--- config.mk ---
export PLATFORM = sky130hd
export DESIGN_NAME = scp_fifo
export DESIGN_NICKNAME = d
export VERILOG_FILES = /design/src/hdl/scp_fifo.sv
export SDC_FILE = /design/constraint.sdc
export NUM_CORES = 1
export LEC_CHECK = 0
export BUFFER_PORTS_ARGS = -buffer_cell sky130_fd_sc_hd__buf_2
export CORE_MARGIN = 10
export CORE_UTILIZATION = 58
export CTS_BUF_LIST = sky130_fd_sc_hd__clkbuf_4
export CTS_CLUSTER_SIZE = 8
export DETAILED_ROUTE_END_ITERATION = 8
export PLACE_DENSITY = 0.79
export SETUP_SLACK_MARGIN = 0.3
export SYNTH_ARGS = -nofsm -noshare
export SYNTH_HDL_FRONTEND = slang
export SYNTH_SLANG_ARGS = --single-unit
--- constraint.sdc ---
create_clock -name i_clk -period 2.4 [get_ports i_clk]
set_clock_uncertainty 0.05 [all_clocks]
set_input_delay 0.12 -clock i_clk [delete_from_list [all_inputs] [get_ports i_clk]]
set_output_delay 0.12 -clock i_clk [all_outputs]
set_load 0.01 [all_outputs]
--- src/hdl/scp_fifo.sv ---
module scp_fifo #(
    parameter int DATA_W = 8,
    parameter int DEPTH  = 4
) (
    input  logic              i_clk,
    input  logic              i_rst_n,
    input  logic              i_push,
    input  logic [DATA_W-1:0] i_data,
    output logic              o_full,
    input  logic              i_pop,
    output logic [DATA_W-1:0] o_data,
    output logic              o_empty
);

    localparam int AW = $clog2(DEPTH);
    localparam int CW = $clog2(DEPTH + 1);

    logic [DATA_W-1:0] r_mem [DEPTH];
    logic [AW-1:0]     r_wr_ptr;
    logic [AW-1:0]     r_rd_ptr;
    logic [CW-1:0]     r_count;
    logic              push_ok;
    logic              pop_ok;

    assign o_full  = (r_count == CW'(DEPTH));
    assign o_empty = (r_count == '0);
    assign push_ok = i_push && !o_full;
    assign pop_ok  = i_pop && !o_empty;
    assign o_data  = r_mem[r_rd_ptr];

    always_ff @(posedge i_clk) begin
        if (push_ok) begin
            r_mem[r_wr_ptr] <= i_data;
        end
    end

    always_ff @(posedge i_clk) begin
        if (!i_rst_n) begin
            r_wr_ptr <= '0;
            r_rd_ptr <= '0;
            r_count  <= '0;
        end else begin
            if (push_ok) begin
                r_wr_ptr <= (r_wr_ptr == AW'(DEPTH - 1)) ? '0 : r_wr_ptr + 1'b1;
            end
            if (pop_ok) begin
                r_rd_ptr <= (r_rd_ptr == AW'(DEPTH - 1)) ? '0 : r_rd_ptr + 1'b1;
            end
            case ({push_ok, pop_ok})
                2'b10:   r_count <= r_count + 1'b1;
                2'b01:   r_count <= r_count - 1'b1;
                default: r_count <= r_count;
            endcase
        end
    end

endmodule

==> results.txt <==
routing usage on met1: 12.0%
fin crit share: 83.0%
final setup fails: 0
leakage power: 0.752 nW
number of global-route vias before repair: 925
gr usage total: 10.9%
Die Wd: 73.2 um
max-cap check violation count: 0
WL final: 2820 um
Clk Latency, worst-skew pair: 0.34 ns
Synth cell types: 22
Layout Nets: 153
drc violations: 0
average cell area after synthesis: 16.8 sq um
relative slew slack: 71.4%
slowest CP cell: dfxtp_4
ys flop type: edfxtp_1
GPL Wtd Cong: 0.686
Port-buffer cells: 21
Pre-antenna DRT Iters: 4
worst slew pin tran: 0.430 ns
FP Rows: 19
Critical Path AT: 2.22 ns
cell taking the most area after synthesis: edfxtp_1
required time worst endpoint: 2.63 ns
clock root buffer: clkbuf_4
area grow syn2layout: 22.2%
most frequent cells in the layout: edfxtp_1, buf_2, mux4_2, dlygate4sd3_1, nand2_1
VDD IR max: 967 uV
Filler Cell Count: 157
CTS tree: done
largest net degree at the start of global routing: 14
Max Buffers Root-to-Sink: 2
die area: 5360 sq um
Initial Util: 60.1%
Final ANT Viol Nets: 0
slack of the critical path: 0.408 ns
fraction of layout cells with a size suffix above 1: 37.0%
commonest non-fill, non-tap cell in the layout: edfxtp_1
first-pass GRT wire length: 4420 um
Worst-path clk slew: 0.12 ns
Fin. Hold Viols: 0
GR Util met3: 3.81%
critical path type: flop to flop
RSZ-0062 raised after global routing: yes
crit path time final: 1.99 ns
top cells by area, synth: edfxtp_1, dfxtp_1, mux4_2
CP max FO: 6
Yosys top cell area share: 58.4%
DPL Wire Length: 1940 um
sequential element share of the synthesized area: 69.4%
Num CTS Buffers: 5
initial antenna violation count: 0
post-route setup TNS: 0 ns
pre-CTS setup slack: 0.320 ns
CP Capture Type: flop
crit-path cells: nor3b_4 > nor2b_4 > inv_2 > ha_2 > inv_1 > fa_2 > xor2_1 > or3_1 > a21boi_1
H-tree Lvls: 2
Routed WL per cell: 17.0 um
Post-synth ARST share: 0%
status: finished clean
Die H: 73.2 um
Syn Inst Count: 98
via-per-instance ratio: 5.46
Reg area: 1150 sq um
iteration-0 DRC count of the detailed router: 67
CP peak stage delay: 0.38 ns
Hold Path Class: input pin to flop
Multi-input gate area: 478 sq um
area of the mapped netlist: 1640 sq um
Final Max Tran Viols: 0
max frequency: 502 MHz
GR Overflow Total: 0
Yosys warning total: 0
Worst Setup Start Kind: flop
met2 GRT Util: 18.4%
ANT cells: 0
GR peak layer: met2
Synth Register Bits: 41
I/O pin cnt: 22
core area: 2730 sq um
vias: 906
number of clock sinks: 41
Post-synth EDFFs: 32
PD cells: 994 nW/um^2
Post-Synthesis Net Count: 117
-- critical path, delay by kind of cell, from the launching register on --
kind | cells | cell delay, ns
fa+ha+maj | 2 | 0.49
xor+xnor | 1 | 0.15
compound gates | 1 | 0.12
simple gates | 3 | 0.63
flops | 1 | 0.38
buf+inv | 2 | 0.10
-- path summary, 6_finish.rpt --
path	from	end	slack [ns]	depth (start not counted)
min reg2reg	r_wr_ptr[1]	r_wr_ptr[1]	0.48	2
min	i_rst_n	r_wr_ptr[0]	0.06	3
max	r_count[2]	r_count[2]	0.41	9
max reg2reg	r_count[2]	r_count[2]	0.41	9
-- stage by stage --
step                instances  cell area, sq um  hold WS, ns  power [mW]  util (%)
finish                    166              2010       0.0556        2.00      73.5
global route              166              2010       0.0570        2.12      73.5
CTS                       163              1980       0.0469        2.00      72.3
detailed placement        147              1790        0.290        1.45      65.5
global placement          147              1790        0.281        1.43      65.5
floorplan                  98              1660        0.169        1.28         -
-- layout make-up --
cell class / instances / area share [%]
multi-input combinational: 46 / 23.8
timing repair buffer: 33 / 10.7
inverter: 7 / 1.31
sequential: 41 / 57.2
clock inverter: 3 / 3.24
clock buffer: 5 / 1.87
tap: 31 / 1.93
-- routing by layer --
metal  vias to the layer above  wire, um
met5                         -         0
met4                         0        50
met3                         7       202
met2                        24      1480
met1                       448      1080
li1                        427         -
-- state kept, by name (all words and copies together) (netlist names), named ones only --
| name | count |
|---|---|
| r_mem | 32 |
| r_count | 3 |
| r_rd_ptr | 2 |
| r_wr_ptr | 2 |
-- kinds of logic after synthesis --
logic type / synth area share, %
muxes: 12.2
and+or+nand+nor: 6.77
buffers and inverters: 2.66
DFF: 69.4
AOI/OAI and AO/OA: 2.13
xor gates and xnor gates: 1.07
adders and majority gates: 5.78
-- cell usage after synthesis, types with 2 or more instances --
| library cell | instances |
|---|---|
| and2_1 | 6 |
| nor2_1 | 2 |
| buf_2 | 2 |
| inv_1 | 7 |
| edfxtp_1 | 32 |
| ha_1 | 6 |
| nand3_1 | 2 |
| nand2_1 | 7 |
| o21ai_0 | 4 |
| mux2i_1 | 2 |
| dfxtp_1 | 9 |
| clkbuf_1 | 2 |
| mux4_2 | 8 |
-- report_power, final --
group	total, mW	switching, mW	internal, mW
registers	0.970	0.0954	0.874
clock network	0.537	0.214	0.322
logic	0.490	0.221	0.268
total	2.00	0.531	1.47
-- repair_timing --
| action | in CTS | in global routing |
|---|---|---|
| gates cloned | 0 | 0 |
| resized for setup | 1 | 5 |
| buffers inserted | 0 | 3 |
| hold endpoints to repair | 32 | 0 |
| hold buffers | 8 | 0 |
| pin swaps | 0 | 2 |
| endpoints found under the setup margin | 1 | 2 |
Note: power is estimated with default switching activity, not from simulation.
